`src/hdl/mwsd_pkg.sv`:
```
// Shared widths, types and constants of the multiword short divider.
`timescale 1ns / 1ps

package mwsd_pkg;

	localparam int LIMB_W  = 64;
	localparam int LEN_W   = 9;
	localparam int LEN_MAX = (1 << LEN_W) - 1;
	localparam int STEP_W  = 7;

	typedef logic [LIMB_W-1:0] limb_t;
	typedef logic [LEN_W-1:0]  len_t;
	typedef logic [STEP_W-1:0] step_t;

	// Short run: carried remainder already below divisor, only the limb bits go through.
	localparam step_t STEPS_SHORT = step_t'(LIMB_W - 1);
	// Long run: remainder reduced first, both halves go through.
	localparam step_t STEPS_LONG  = step_t'(2 * LIMB_W - 1);

	typedef struct packed {
		logic busy;
		logic done;
	} div_stat_t;

endpackage

```
`src/hdl/mwsd_req_if.sv`:
```
// Request channel: one dividend limb with its divisor and framing marks.
`timescale 1ns / 1ps

interface mwsd_req_if;
	logic                        valid;
	logic                        ready;
	logic [mwsd_pkg::LIMB_W-1:0] dividend_limb;
	logic [mwsd_pkg::LIMB_W-1:0] divisor_word;
	logic                        first_limb;
	logic                        last_limb;

	modport source (
		output valid, dividend_limb, divisor_word, first_limb, last_limb,
		input  ready
	);
	modport sink (
		input  valid, dividend_limb, divisor_word, first_limb, last_limb,
		output ready
	);
endinterface

```
`src/hdl/mwsd_rsp_if.sv`:
```
// Response channel: one quotient limb plus end-of-number summary.
`timescale 1ns / 1ps

interface mwsd_rsp_if;
	logic                        valid;
	logic                        ready;
	logic [mwsd_pkg::LIMB_W-1:0] quotient_limb;
	logic [mwsd_pkg::LIMB_W-1:0] final_remainder;
	logic                        remainder_nonzero;
	logic [mwsd_pkg::LEN_W-1:0]  quotient_length;
	logic                        is_last;
	logic                        zero_divisor;

	modport source (
		output valid, quotient_limb, final_remainder, remainder_nonzero,
		       quotient_length, is_last, zero_divisor,
		input  ready
	);
	modport sink (
		input  valid, quotient_limb, final_remainder, remainder_nonzero,
		       quotient_length, is_last, zero_divisor,
		output ready
	);
endinterface

```
`src/hdl/mwsd_divider.sv`:
```
// Radix-2 restoring divider, 128-by-64 bits, one shift-subtract step per cycle.
`timescale 1ns / 1ps

module mwsd_divider (
	input  logic                clk,
	input  logic                arst_n,
	input  logic                start,
	input  mwsd_pkg::limb_t     hi,
	input  mwsd_pkg::limb_t     lo,
	input  mwsd_pkg::limb_t     d,
	output mwsd_pkg::div_stat_t stat,
	output mwsd_pkg::limb_t     quot,
	output mwsd_pkg::limb_t     rem
);
	import mwsd_pkg::*;

	logic                  busy_q;
	logic                  done_q;
	step_t                 cnt_q;
	limb_t                 r_q;
	limb_t                 d_q;
	limb_t                 q_q;
	logic [2*LIMB_W-1:0]   dvd_q;

	logic [LIMB_W+1:0]     trial;
	logic                  ge;
	limb_t                 r_next;

	// One step: shift next dividend bit into remainder, subtract if it fits.
	assign trial  = {1'b0, r_q, dvd_q[2*LIMB_W-1]} - {2'b00, d_q};
	assign ge     = !trial[LIMB_W+1];
	assign r_next = ge ? trial[LIMB_W-1:0] : {r_q[LIMB_W-2:0], dvd_q[2*LIMB_W-1]};

	always_ff @(posedge clk or negedge arst_n) begin
		if (!arst_n) begin
			busy_q <= 1'b0;
			done_q <= 1'b0;
			cnt_q  <= '0;
		end else begin
			done_q <= 1'b0;
			if (start) begin
				busy_q <= 1'b1;
				cnt_q  <= (hi < d) ? STEPS_SHORT : STEPS_LONG;
			end else if (busy_q) begin
				cnt_q <= cnt_q - step_t'(1);
				if (cnt_q == '0) begin
					busy_q <= 1'b0;
					done_q <= 1'b1;
				end
			end
		end
	end

	always_ff @(posedge clk) begin
		if (start) begin
			d_q <= d;
			q_q <= '0;
			if (hi < d) begin
				r_q   <= hi;
				dvd_q <= {lo, {LIMB_W{1'b0}}};
			end else begin
				r_q   <= '0;
				dvd_q <= {hi, lo};
			end
		end else if (busy_q) begin
			r_q   <= r_next;
			dvd_q <= {dvd_q[2*LIMB_W-2:0], 1'b0};
			q_q   <= {q_q[LIMB_W-2:0], ge};
		end
	end

	assign stat.busy = busy_q;
	assign stat.done = done_q;
	assign quot      = q_q;
	assign rem       = r_q;

	// Partial remainder must stay below the divisor for the 66-bit trial to suffice.
	a_rem_below_div: assert property (@(posedge clk) disable iff (!arst_n)
		busy_q |-> (r_q < d_q))
		else $error("partial remainder not below divisor");

	a_done_after_busy: assert property (@(posedge clk) disable iff (!arst_n)
		done_q |-> ($past(busy_q) && !busy_q))
		else $error("done without a finished run");

	a_no_start_busy: assert property (@(posedge clk) disable iff (!arst_n)
		start |-> !busy_q)
		else $error("start while divider busy");

endmodule

```
`src/hdl/multiword_by_word_short_division_unit.sv`:
```
// Top level: multiword by one-word short divider with limb sequencing.
`timescale 1ns / 1ps

// Usage
// req carries one 64-bit dividend limb per request, most significant first,
// with the divisor (held for the whole number), first_limb and last_limb.
// rsp returns one response per limb: the quotient limb at that position; on
// the last limb also the final remainder, its nonzero flag and the count of
// quotient limbs after trimming leading zero limbs.
// After acceptance the divider shifts the limb's bits through, raises its done
// flag, and the sequencer moves to its done state and loads the output
// register, which raises rsp.valid. When the carried remainder is not below
// the divisor (divisor changed mid-number) the divider also runs through the
// upper 64 bits. A zero divisor skips the divider: the sequencer goes straight
// to its done state and answers with zero_divisor set.
// A single shift-subtract unit handles one quotient bit per cycle, and
// req.ready is high only when idle, so a new limb is taken only after the
// last one's result has entered the output register.
// Reset clears the running remainder, counters and all handshakes.
// A stalled rsp holds its response; a finished division waits in the sequencer
// until the output register frees, so no result is dropped.
module multiword_by_word_short_division_unit #(
	parameter int MAX_LIMBS = 256
) (
	input logic clk,
	input logic arst_n,
	mwsd_req_if.sink   req,
	mwsd_rsp_if.source rsp
);
	import mwsd_pkg::*;

	localparam int CNT_W = $clog2(MAX_LIMBS + 1);
	localparam int EXT_W = CNT_W + LEN_W;

	localparam logic [1:0] ST_IDLE = 2'd0;
	localparam logic [1:0] ST_RUN  = 2'd1;
	localparam logic [1:0] ST_DONE = 2'd2;

	logic [1:0]       state_q;
	limb_t            rem_q;       // running remainder
	logic [CNT_W-1:0] count_q;     // significant quotient limbs so far
	logic             seen_q;      // nonzero quotient limb seen
	logic             last_q;
	logic             zero_q;

	logic             rsp_valid_q;
	limb_t            quot_out_q;
	limb_t            rem_out_q;
	logic             rem_nz_q;
	len_t             len_q;
	logic             last_out_q;
	logic             zero_out_q;

	logic             accept;
	logic             start;
	limb_t            hi_in;
	div_stat_t        div_stat;
	limb_t            div_quot;
	limb_t            div_rem;

	logic             out_free;
	logic             load;
	logic             seen_n;
	logic [CNT_W-1:0] cnt_n;
	logic [EXT_W-1:0] cnt_ext;
	len_t             len_n;

	assign req.ready = (state_q == ST_IDLE);
	assign accept    = req.valid && req.ready;
	assign start     = accept && (req.divisor_word != '0);
	// first_limb restarts the number: carried remainder counts as zero
	assign hi_in     = req.first_limb ? '0 : rem_q;

	mwsd_divider u_div (
		.clk    (clk),
		.arst_n (arst_n),
		.start  (start),
		.hi     (hi_in),
		.lo     (req.dividend_limb),
		.d      (req.divisor_word),
		.stat   (div_stat),
		.quot   (div_quot),
		.rem    (div_rem)
	);

	// Bookkeeping for the finished limb
	assign out_free = !rsp_valid_q || rsp.ready;
	assign load     = (state_q == ST_DONE) && out_free;
	assign seen_n   = seen_q || (div_quot != '0);
	assign cnt_n    = (seen_n && (count_q < CNT_W'(MAX_LIMBS))) ?
	                  count_q + CNT_W'(1) : count_q;
	assign cnt_ext  = EXT_W'(cnt_n);
	assign len_n    = (cnt_ext > EXT_W'(LEN_MAX)) ? len_t'(LEN_MAX) : cnt_ext[LEN_W-1:0];

	// Sequencer and running state
	always_ff @(posedge clk or negedge arst_n) begin
		if (!arst_n) begin
			state_q <= ST_IDLE;
			rem_q   <= '0;
			count_q <= '0;
			seen_q  <= 1'b0;
			last_q  <= 1'b0;
			zero_q  <= 1'b0;
		end else begin
			unique case (state_q)
				ST_IDLE: begin
					if (accept) begin
						last_q <= req.last_limb;
						zero_q <= !start;
						if (req.first_limb || !start) begin
							rem_q   <= '0;
							count_q <= '0;
							seen_q  <= 1'b0;
						end
						state_q <= start ? ST_RUN : ST_DONE;
					end
				end
				ST_RUN: begin
					if (div_stat.done) begin
						state_q <= ST_DONE;
					end
				end
				ST_DONE: begin
					if (out_free) begin
						state_q <= ST_IDLE;
						if (!zero_q) begin
							if (last_q) begin
								rem_q   <= '0;
								count_q <= '0;
								seen_q  <= 1'b0;
							end else begin
								rem_q   <= div_rem;
								count_q <= cnt_n;
								seen_q  <= seen_n;
							end
						end
					end
				end
				default: begin
					state_q <= ST_IDLE;
				end
			endcase
		end
	end

	// Output register
	always_ff @(posedge clk or negedge arst_n) begin
		if (!arst_n) begin
			rsp_valid_q <= 1'b0;
		end else if (load) begin
			rsp_valid_q <= 1'b1;
		end else if (rsp.ready) begin
			rsp_valid_q <= 1'b0;
		end
	end

	always_ff @(posedge clk) begin
		if (load) begin
			last_out_q <= last_q;
			zero_out_q <= zero_q;
			if (zero_q) begin
				quot_out_q <= '0;
				rem_out_q  <= '0;
				rem_nz_q   <= 1'b0;
				len_q      <= '0;
			end else begin
				quot_out_q <= div_quot;
				rem_out_q  <= last_q ? div_rem : '0;
				rem_nz_q   <= last_q && (div_rem != '0);
				len_q      <= last_q ? len_n : '0;
			end
		end
	end

	assign rsp.valid             = rsp_valid_q;
	assign rsp.quotient_limb     = quot_out_q;
	assign rsp.final_remainder   = rem_out_q;
	assign rsp.remainder_nonzero = rem_nz_q;
	assign rsp.quotient_length   = len_q;
	assign rsp.is_last           = last_out_q;
	assign rsp.zero_divisor      = zero_out_q;

	a_done_in_run: assert property (@(posedge clk) disable iff (!arst_n)
		div_stat.done |-> (state_q == ST_RUN))
		else $error("divider finished outside run state");

	a_busy_in_run: assert property (@(posedge clk) disable iff (!arst_n)
		div_stat.busy |-> (state_q == ST_RUN))
		else $error("divider busy outside run state");

	a_start_runs: assert property (@(posedge clk) disable iff (!arst_n)
		start |=> (state_q == ST_RUN) && div_stat.busy)
		else $error("accepted limb did not start the divider");

	a_zero_div_out: assert property (@(posedge clk) disable iff (!arst_n)
		(rsp_valid_q && zero_out_q) |-> ((quot_out_q == '0) && (rem_out_q == '0)
		&& !rem_nz_q && (len_q == '0)))
		else $error("zero divisor response carries data");

	a_nz_flag: assert property (@(posedge clk) disable iff (!arst_n)
		rsp_valid_q |-> (rem_nz_q == (rem_out_q != '0)))
		else $error("remainder flag disagrees with remainder");

endmodule
```
`src/flat_wrapper.sv`:
```
// flat-port wrapper written by rule: the top's interface ports become plain ports
module multiword_by_word_short_division_unit_flat import mwsd_pkg::*;
#(
	parameter int MAX_LIMBS = 256
)
  (clk, arst_n, req_valid, req_dividend_limb, req_divisor_word, req_first_limb, req_last_limb, req_ready, rsp_valid, rsp_quotient_limb, rsp_final_remainder, rsp_remainder_nonzero, rsp_quotient_length, rsp_is_last, rsp_zero_divisor, rsp_ready);
  mwsd_req_if req_i ();
  mwsd_rsp_if rsp_i ();
  input logic clk;
  input logic arst_n;
  input wire logic [$bits(req_i.valid)-1:0] req_valid;
  input wire logic [$bits(req_i.dividend_limb)-1:0] req_dividend_limb;
  input wire logic [$bits(req_i.divisor_word)-1:0] req_divisor_word;
  input wire logic [$bits(req_i.first_limb)-1:0] req_first_limb;
  input wire logic [$bits(req_i.last_limb)-1:0] req_last_limb;
  output wire logic [$bits(req_i.ready)-1:0] req_ready;
  output wire logic [$bits(rsp_i.valid)-1:0] rsp_valid;
  output wire logic [$bits(rsp_i.quotient_limb)-1:0] rsp_quotient_limb;
  output wire logic [$bits(rsp_i.final_remainder)-1:0] rsp_final_remainder;
  output wire logic [$bits(rsp_i.remainder_nonzero)-1:0] rsp_remainder_nonzero;
  output wire logic [$bits(rsp_i.quotient_length)-1:0] rsp_quotient_length;
  output wire logic [$bits(rsp_i.is_last)-1:0] rsp_is_last;
  output wire logic [$bits(rsp_i.zero_divisor)-1:0] rsp_zero_divisor;
  input wire logic [$bits(rsp_i.ready)-1:0] rsp_ready;
  assign req_i.valid = req_valid;
  assign req_i.dividend_limb = req_dividend_limb;
  assign req_i.divisor_word = req_divisor_word;
  assign req_i.first_limb = req_first_limb;
  assign req_i.last_limb = req_last_limb;
  assign req_ready = req_i.ready;
  assign rsp_valid = rsp_i.valid;
  assign rsp_quotient_limb = rsp_i.quotient_limb;
  assign rsp_final_remainder = rsp_i.final_remainder;
  assign rsp_remainder_nonzero = rsp_i.remainder_nonzero;
  assign rsp_quotient_length = rsp_i.quotient_length;
  assign rsp_is_last = rsp_i.is_last;
  assign rsp_zero_divisor = rsp_i.zero_divisor;
  assign rsp_i.ready = rsp_ready;
  multiword_by_word_short_division_unit #(.MAX_LIMBS(MAX_LIMBS)) u_core (.clk(clk), .arst_n(arst_n), .req(req_i), .rsp(rsp_i));
endmodule
```
`config.mk`:
```
export PLATFORM = sky130hd
export DESIGN_NAME = multiword_by_word_short_division_unit_flat
export DESIGN_NICKNAME = d
export VERILOG_FILES = /design/src/hdl/mwsd_pkg.sv /design/src/hdl/mwsd_req_if.sv /design/src/hdl/mwsd_rsp_if.sv /design/src/hdl/mwsd_divider.sv /design/src/hdl/multiword_by_word_short_division_unit.sv /design/src/flat_wrapper.sv
export SDC_FILE = /design/constraint.sdc
export NUM_CORES = 1
export LEC_CHECK = 0
export CAP_MARGIN = 20
export CORE_MARGIN = 2
export CORE_UTILIZATION = 65
export DETAILED_ROUTE_END_ITERATION = 7
export DONT_BUFFER_PORTS = 1
export PLACE_DENSITY = 0.92
export SETUP_SLACK_MARGIN = 0.5
export SLEW_MARGIN = 20
export SYNTH_ARGS = -nofsm -noshare
export SYNTH_HDL_FRONTEND = slang
export SYNTH_SLANG_ARGS = --single-unit
```
`constraint.sdc`:
```
create_clock -name clk -period 12.9 [get_ports clk]
set_clock_uncertainty 0.15 [all_clocks]
set_input_delay 1.935 -clock clk [delete_from_list [all_inputs] [get_ports clk]]
set_output_delay 1.935 -clock clk [all_outputs]
set_load 0.01 [all_outputs]
```
Word level (Yosys, flattened, before mapping). Index checks and enable logic that the tools add are counted.

Word-level logic and storage cells: 101. Flip-flop bits (word level): 548.

Multiplexer cells: 44. Equal/unequal tests: 7. $lt $le $gt $ge: 3. Bitwise operators: 1. Reductions and logical operators: 23. $add $sub $neg: 3.

Operators by type and width (count): 64-bit two-way mux (10); 128-bit two-way mux (3); 64-bit nonzero test (3); 64-bit one-hot mux with 2 select lines (1); 65-bit by 64-bit subtractor with 66-bit output (1); 64-bit less-than comparator (1); 9-bit two-way mux (7); 7-bit two-way mux (3); 9-bit one-hot mux with 2 select lines (1); 1-bit two-way mux (13); 9-bit by 1-bit adder with 9-bit output (second input constant) (1); 9-bit greater-than comparator (second input constant) (1); 9-bit less-than comparator (second input constant) (1); 2-bit two-way mux (4); 2-bit != test (second input constant) (4); 7-bit logical NOT (1); 7-bit by 1-bit subtractor with 7-bit output (second input constant) (1); 2-bit one-hot mux with 3 select lines (1); 2-bit nonzero test (3); 1-bit logical AND (5); 5-bit AND reduction (1); 1-bit logical NOT (3); 1-bit logical OR (3); 3-bit AND reduction (1); other kinds (8) (8).

Depth between registers and ports, before layout. Gate-level depths: netlist of the first run.

Depth after elaboration: 8. Mapped depth: 16. Depth with buffers taken out: 14.

Hierarchy. A second synthesis of the first run with hierarchy kept.

Cells, all modules: 2860. Area total of the unflattened synthesis: 29019.1 µm².

Modules (own cells, without submodules): mwsd_divider (times used 1, cells an instance 2052, area an instance 19651.3 µm²); multiword_by_word_short_division_unit (times used 1, cells an instance 808, area an instance 9367.7 µm²).

Worst setup path before layout of the first run. OpenSTA, ideal clock, no wires.

Path kind: input to register. Start point: in rsp_ready. End point: reg u_core.rem_out_q[0] (netlist: u_core.rsp.final_remainder[0]) (enable). Buffers on the path: 0. Arrival: 7.789 ns. Slack: 4.319 ns. Stages on the path: 2. Path through: nor2b_1 > nor2_1.

Longest elaborated chain between the ends: 2.

RTL lines: from (decl) (RTL line flat_wrapper.sv:24) `input wire logic [$bits(rsp_i.ready)-1:0] rsp_ready;`; 1-bit logical OR (RTL line multiword_by_word_short_division_unit.sv:87) `assign out_free = !rsp_valid_q || rsp.ready;`; 1-bit logical AND (RTL line multiword_by_word_short_division_unit.sv:88) `assign load = (state_q == ST_DONE) && out_free;`; named net u_core.load (RTL line multiword_by_word_short_division_unit.sv:62) `logic load;`; to (signal assigned) (RTL line multiword_by_word_short_division_unit.sv:168) `rem_out_q <= last_q ? div_rem : '0;`; to (decl) (RTL line multiword_by_word_short_division_unit.sv:48) `limb_t rem_out_q;`.

The timed path passes the listed nets, and every way through them passes these cells. A chain may end at the register's enable or synchronous reset.

Worst setup path in the final report of the first run.
Start point: in req_divisor_word[51]. End point: reg u_core.rem_q[42].

Longest elaborated chain between the ends: 6.

RTL lines: from (decl) (RTL line flat_wrapper.sv:13) `input wire logic [$bits(req_i.divisor_word)-1:0] req_divisor_word;`; 64-bit nonzero test (RTL line multiword_by_word_short_division_unit.sv:70) `assign start = accept && (req.divisor_word != '0);`; 1-bit logical AND (RTL line multiword_by_word_short_division_unit.sv:70); 1-bit logical NOT (RTL line multiword_by_word_short_division_unit.sv:110) `if (req.first_limb || !start) begin`; 1-bit logical OR (RTL line multiword_by_word_short_division_unit.sv:110); 2-bit != test (no source line); 5-bit AND reduction (no source line); to (signal assigned) (RTL line multiword_by_word_short_division_unit.sv:132) `rem_q <= div_rem;`; to (decl) (RTL line multiword_by_word_short_division_unit.sv:40) `limb_t rem_q;`.

No other way between the ends.

==> flow_summary.yaml, run 1 <==
sta:
  rsz0062_at_grt: "no"
  worst_pin_slew_ns: 1.099
  worst_hold_slack_ns: 0.3559
  tns_ns: 0
  finalWorstPathRequiredPeriod_ns: 6.198
  fmax_mhz: 161.3
  hold_viol: 0
  max-slew-margin-rel: 0.2609
  drv_slew: 0
  fin_crit_sh: 0.4805
  finalSetupViolations: 0
  fin_ws_ns: 6.702
synthesis:
  yosys.area.top_type: "edfxtp_1"
  synthFlopType: "edfxtp_1"
  synth.area.top_cells: "edfxtp_1 (42%), dfrtp_1 (7.8%), ha_1 (5.7%)"
  synthArstFlopShare: 0.1606
  synth_top_area_share: 0.4188
  synth-seq-area-share: 0.5415
  syn-num-nets: 2866
  ys_warn_count: 0
  avgSynthCellArea_sq_um: 10.92
  synth_cells: 2601
  synth-seq-cells: 548
  synth_edf_count: 396
  synth_area_sq_um: 28390
  ys_types: 77
floorplan:
  initial_utilization: 0.6591
  row_count: 76
  dieArea_sq_um: 45370
  design.portCount: 276
  die_y_microns: 213.0
  core_area_sq_um: 43080
  fp.dieW_microns: 213.0
routing:
  via_per_inst: 6.670
  first_iter_violations: 2380
  drc_errors: 0
  detail-route-antenna-nets: 0
  drt-total-wl_mm: 78.97
  first_pass_iters: 6
  vias: 21070
  wl_per_cell_microns: 25.00
final_layout:
  final_common_cell: "edfxtp_1"
  drive_gt1_frac: 0.05054
  fillers: 2897
  layout_common_cells: "edfxtp_1 (396), nand2_1 (234), nor2_1 (155)"
  syn_to_final_growth_pct: 7.518
  fin_area_sq_um: 30530
  num-nets-final: 2791
cts:
  post_cts_buffers: 0
  cts_buffer_depth: 3
  cts-root-buf: "clkbuf_16"
  numClockSinks: 548
  cts-hold-fix-buffers: 0
  cts_made_buffers: 54
  htree_levels: 2
  cts_tree: "yes"
  cts.clk_slew.worst_paths_ns: 0.06
  clkLatencyLatePin_ns: 0.62
  cts_resized: 0
critical_path:
  r2r_cells: 13
  critical_path_arrival_ns: 6.60
  end_kind: "flop"
  reg2reg_slack_ns: 8.02
  crit_type: "primary input to flop"
  timing.rr.start: "u_core.rem_q[25]"
  start_kind: "primary input"
  r2r-end: "u_core.u_div.dvd_q[112]"
  required_ns: 13.30
  path_max_fanout: 75
min_path:
  hold_depth: 1
  holdCritStartpoint: "u_core.rem_q[60]"
  hold_end: "u_core.rem_q[60]"
  hold_class: "flop to flop"
place:
  dpl_cell_area_sq_um: 28680
  hpwl_mm: 54.68
  gp_congestion: 0.9698
  portBuffers: 0
  pre_cts_ws_ns: 6.121
global_routing:
  grt_max_degree: 178
  gr-total-overflow: 0
  grt_usage: 0.3475
  grt_pass1_wl_mm: 120.2
  grt_pass1_vias: 20525
  antenna_found_initial: 4
power_and_ir_drop:
  clkPwrFrac: 0.221
  pwr-share-seq: 0.395
  p_sw_w: 0.002769
  power.leakage_nw: 12.94
  p_sw_frac: 0.3890
  combPwrFrac: 0.384
  power_density_nw_per_um2: 233.1
  p_int_w: 0.004349
  peakVddDrop_uv: 141.8
  power_w: 0.007117
run_status:
  status: "finished, final reports clean"
flow_run:
  cap_violations: 0
==> registers in the layout, summed over array words and instances, names as in the netlist <==
signal / cells
u_core.u_div.d_q: 64
u_core.rem_q: 64
u_core.u_div.cnt_q: 7
u_core.state_q: 2
u_core.rsp.final_remainder: 64
u_core.u_div.quot: 64
u_core.rsp.is_last: 1
u_core.rsp.remainder_nonzero: 1
u_core.u_div.rem: 64
u_core.zero_q: 1
u_core.u_div.dvd_q: 128
u_core.last_q: 1
u_core.rsp.zero_divisor: 1
u_core.count_q: 9
u_core.u_div.busy_q: 1
u_core.rsp.quotient_limb: 64
u_core.seen_q: 1
u_core.rsp.valid: 1
u_core.u_div.done_q: 1
u_core.rsp.quotient_length: 9
==> worst max-delay path, cell delays in order <==
cell and delay, ns:
nor4_1 0.91, nand4_1 0.19, nor4_1 0.32, or2_4 0.73
nor2_4 0.12, or4_4 0.94, nor3_4 0.43, buf_4 0.70
a22o_1 0.24
==> synth_stat cells (all sizes together) (62+ instances only) <==
cell type	instances
o21ai	132
nand2	234
dfrtp	88
edfxtp	396
clkbuf	94
a22o	78
and2	132
mux2i	93
inv	155
ha	130
dfxtp	64
nor2b	135
a221o	62
nor2	160
a21oi	128
==> area by class of cell <==
cell class,count,area (sq um),share of cell area
Inverter,155,589.3,0.01930
Tap cell,585,732.0,0.02398
Timing Repair Buffer,19,195.2,0.006394
Sequential cell,548,15380,0.5038
Multi-Input combinational cell,1748,11850,0.3883
Clock inverter,25,222.7,0.007295
Antenna cell,2,5.005,0.0001639
Clock buffer,77,1550,0.05078
==> layer usage <==
layer  vias to the layer above  global-route usage  wire length, microns
met4                         4              0.1042                  2313
li1                       9338                   -                     -
met2                      1351              0.5460                 36280
met5                         -                   0                    21
met1                     10209              0.4844                 31390
met3                       168             0.07986                  8966
==> worst max-delay path by stage <==
stage	start	to	slack, ns	cells past startpoint
after floorplan	rsp_ready	u_core.rsp.final_remainder[0]	4.32	2
after global placement	req_divisor_word[51]	u_core.rem_q[39]	6.30	9
after detailed placement	req_divisor_word[51]	u_core.rem_q[56]	6.12	9
after CTS	req_divisor_word[51]	u_core.rem_q[42]	6.73	9
after global routing	req_divisor_word[5]	u_core.rem_q[41]	6.43	9
final	req_divisor_word[51]	u_core.rem_q[42]	6.70	9
==> power groups by stage <==
stage / Clock, W / Combinational [W] / Sequential (W)
after floorplan: 0 / 0.00205 / 0.00268
after global placement: 0 / 0.00256 / 0.00281
after detailed placement: 0 / 0.00263 / 0.00282
after CTS: 0.00158 / 0.00267 / 0.00280
after global routing: 0.00164 / 0.00298 / 0.00284
final: 0.00157 / 0.00273 / 0.00281
==> per-stage QoR <==
step	util	instances
final	0.7087	3159
after global routing	0.7086	3157
after detailed placement	0.6657	3052
after CTS	0.7068	3154
after floorplan	-	2601
after global placement	0.6657	3052
==> cells by family (layout without fill, tap and decap cells) <==
kind of cell             count (synthesis)  after routing  share of synthesized area
AND/OR/NAND/NOR                        847            847                     0.1519
buffers and inverters                  305            276                    0.04292
other                                    0              2                          0
AO/OA/AOI/OAI                          605            605                     0.1506
XOR/XNOR                                71             71                    0.02190
multiplexers                            94             94                    0.03318
flip-flops                             548            548                     0.5415
adder cells (fa/ha/maj)                131            131                    0.05799
Power figures use the tool's default switching activity.
==> inputs of run 2 (changes only) <==
--- a/config.mk
+++ b/config.mk
@@ -7,10 +7,10 @@
 export LEC_CHECK = 0
 export CAP_MARGIN = 20
 export CORE_MARGIN = 2
-export CORE_UTILIZATION = 65
+export CORE_UTILIZATION = 58
 export DETAILED_ROUTE_END_ITERATION = 7
 export DONT_BUFFER_PORTS = 1
-export PLACE_DENSITY = 0.92
+export PLACE_DENSITY = 0.87
 export SETUP_SLACK_MARGIN = 0.5
 export SLEW_MARGIN = 20
 export SYNTH_ARGS = -nofsm -noshare
==> constraint.sdc (replaced) <==
create_clock -name clk -period 5.1 [get_ports clk]
set_clock_uncertainty 0.15 [all_clocks]
set_input_delay 0.765 -clock clk [delete_from_list [all_inputs] [get_ports clk]]
set_output_delay 0.765 -clock clk [all_outputs]
set_load 0.01 [all_outputs]
==> flow_summary.yaml, run 2 (synthesis results as in run 1) <==
global_routing:
  grt_pass1_wl_mm: 121.2
  antenna_found_initial: 3
  gr-total-overflow: 0
  grt_usage: 0.3116
  grt_max_degree: 138
  grt_pass1_vias: 20504
power_and_ir_drop:
  power.leakage_nw: 13.06
  p_int_w: 0.01120
  combPwrFrac: 0.386
  power_density_nw_per_um2: 592.3
  p_sw_frac: 0.3866
  pwr-share-seq: 0.387
  power_w: 0.01826
  p_sw_w: 0.007061
  clkPwrFrac: 0.227
  peakVddDrop_uv: 465.5
floorplan:
  die_y_microns: 225.3
  initial_utilization: 0.5837
  dieArea_sq_um: 50740
  row_count: 81
  fp.dieW_microns: 225.3
  design.portCount: 276
  core_area_sq_um: 48650
cts:
  clkLatencyLatePin_ns: 0.63
  numClockSinks: 548
  cts.clk_slew.worst_paths_ns: 0.07
  post_cts_buffers: 0
  cts-root-buf: "clkbuf_16"
  cts_resized: 0
  cts_buffer_depth: 3
  cts_made_buffers: 54
  htree_levels: 2
  cts_tree: "yes"
  cts-hold-fix-buffers: 2
sta:
  worst_hold_slack_ns: 0.07661
  fin_ws_ns: 0.8262
  finalSetupViolations: 0
  max-slew-margin-rel: 0.3783
  drv_slew: 0
  fmax_mhz: 234.0
  finalWorstPathRequiredPeriod_ns: 4.274
  rsz0062_at_grt: "no"
  hold_viol: 0
  tns_ns: 0
  worst_pin_slew_ns: 0.9240
  fin_crit_sh: 0.8380
critical_path:
  path_cells: "ha_1, a21o_1, a31oi_1, a21oi_1, o311ai_1, a2111oi_2, o21ai_1, a21o_1, buf_4, nor2_1, a21oi_1, o2bb2ai_1"
  crit_family: "compound AO/OA/AOI/OAI gates"
  start_kind: "flop"
  critical_path_arrival_ns: 4.47
  crit_type: "flop to flop"
  path_max_fanout: 18
  end_kind: "flop"
  critPathBufInv: 1
  required_ns: 5.29
  timing.rr.start: "u_core.u_div.rem[3]"
  r2r-end: "u_core.u_div.rem[17]"
  cp_slowest_cell: "o311ai_1"
  cp-startpoint: "u_core.u_div.rem[3]"
  reg2reg_slack_ns: 0.83
  r2r_cells: 12
  critPathMaxStageDelay_ns: 0.61
final_layout:
  largest_reg_flops: 128
  multi_input_area_sq_um: 11850
  fillers: 3658
  final_common_cell: "edfxtp_1"
  syn_to_final_growth_pct: 8.593
  regArea_sq_um: 15380
  layout_common_cells: "edfxtp_1 (396), nand2_1 (234), nor2_1 (155)"
  drive_gt1_frac: 0.05732
  top_register: "u_core.u_div.dvd_q"
  num-nets-final: 2801
  fin_util: 0.6338
min_path:
  hold_depth: 0
  holdCritStartpoint: "req_divisor_word[35]"
  hold_end: "u_core.u_div.d_q[35]"
  hold_class: "primary input to flop"
run_status:
  status: "finished, final reports clean"
place:
  hpwl_mm: 54.31
  gp_congestion: 0.9630
  portBuffers: 0
  pre_cts_ws_ns: 0.7505
routing:
  vias: 20915
  via_per_inst: 6.518
  first_pass_iters: 7
  first_iter_violations: 2075
  drc_errors: 0
  wl_per_cell_microns: 24.90
  drt-total-wl_mm: 79.90
  detail-route-antenna-nets: 0
flow_run:
  cap_violations: 0
==> run 2: area by class of cell <==
| class | count | area share |
|---|---|---|
| multi-input cells | 1748 | 0.3845 |
| clock buffers | 71 | 0.04817 |
| well taps | 622 | 0.02524 |
| diodes | 5 | 0.0004058 |
| flip-flops and latches | 548 | 0.4988 |
| repair buffers | 29 | 0.01144 |
| clock inverters | 31 | 0.01238 |
| inverters | 155 | 0.01911 |
==> run 2: power groups by stage <==
stage	Combinational (W)	Sequential, W	Clock (W)
5_1_grt	0.00766	0.00715	0.00433
6_report	0.00704	0.00707	0.00415
3_3_place_gp	0.00672	0.00706	0
2_1_floorplan	0.00519	0.00675	0
4_1_cts	0.00693	0.00703	0.00419
3_5_place_dp	0.00684	0.00710	0
==> run 2: worst max path at each step <==
stage / endpoint / slack, ns / depth (start not counted)
finish: u_core.u_div.rem[17] / 0.83 / 12
floorplan: u_core.u_div.d_q[0] / 0.89 / 8
global route: u_core.u_div.rem[17] / 0.56 / 12
detailed placement: u_core.u_div.dvd_q[61] / 0.75 / 12
CTS: u_core.u_div.rem[17] / 0.82 / 12
global placement: u_core.count_q[2] / 0.82 / 10
==> run 2: metal layers <==
layer	share of wire	track usage
met1	0.41	0.4221
met2	0.45	0.4722
met3	0.10	0.08592
met4	0.042	0.1350
met5	0	0
==> run 2: through the flow <==
step | cell area [sq um] | instances
3_3_place_gp | 28920 | 3100
4_1_cts | 30820 | 3204
5_1_grt | 30830 | 3207
3_5_place_dp | 28920 | 3100
6_report | 30830 | 3209
2_1_floorplan | 28410 | 2601
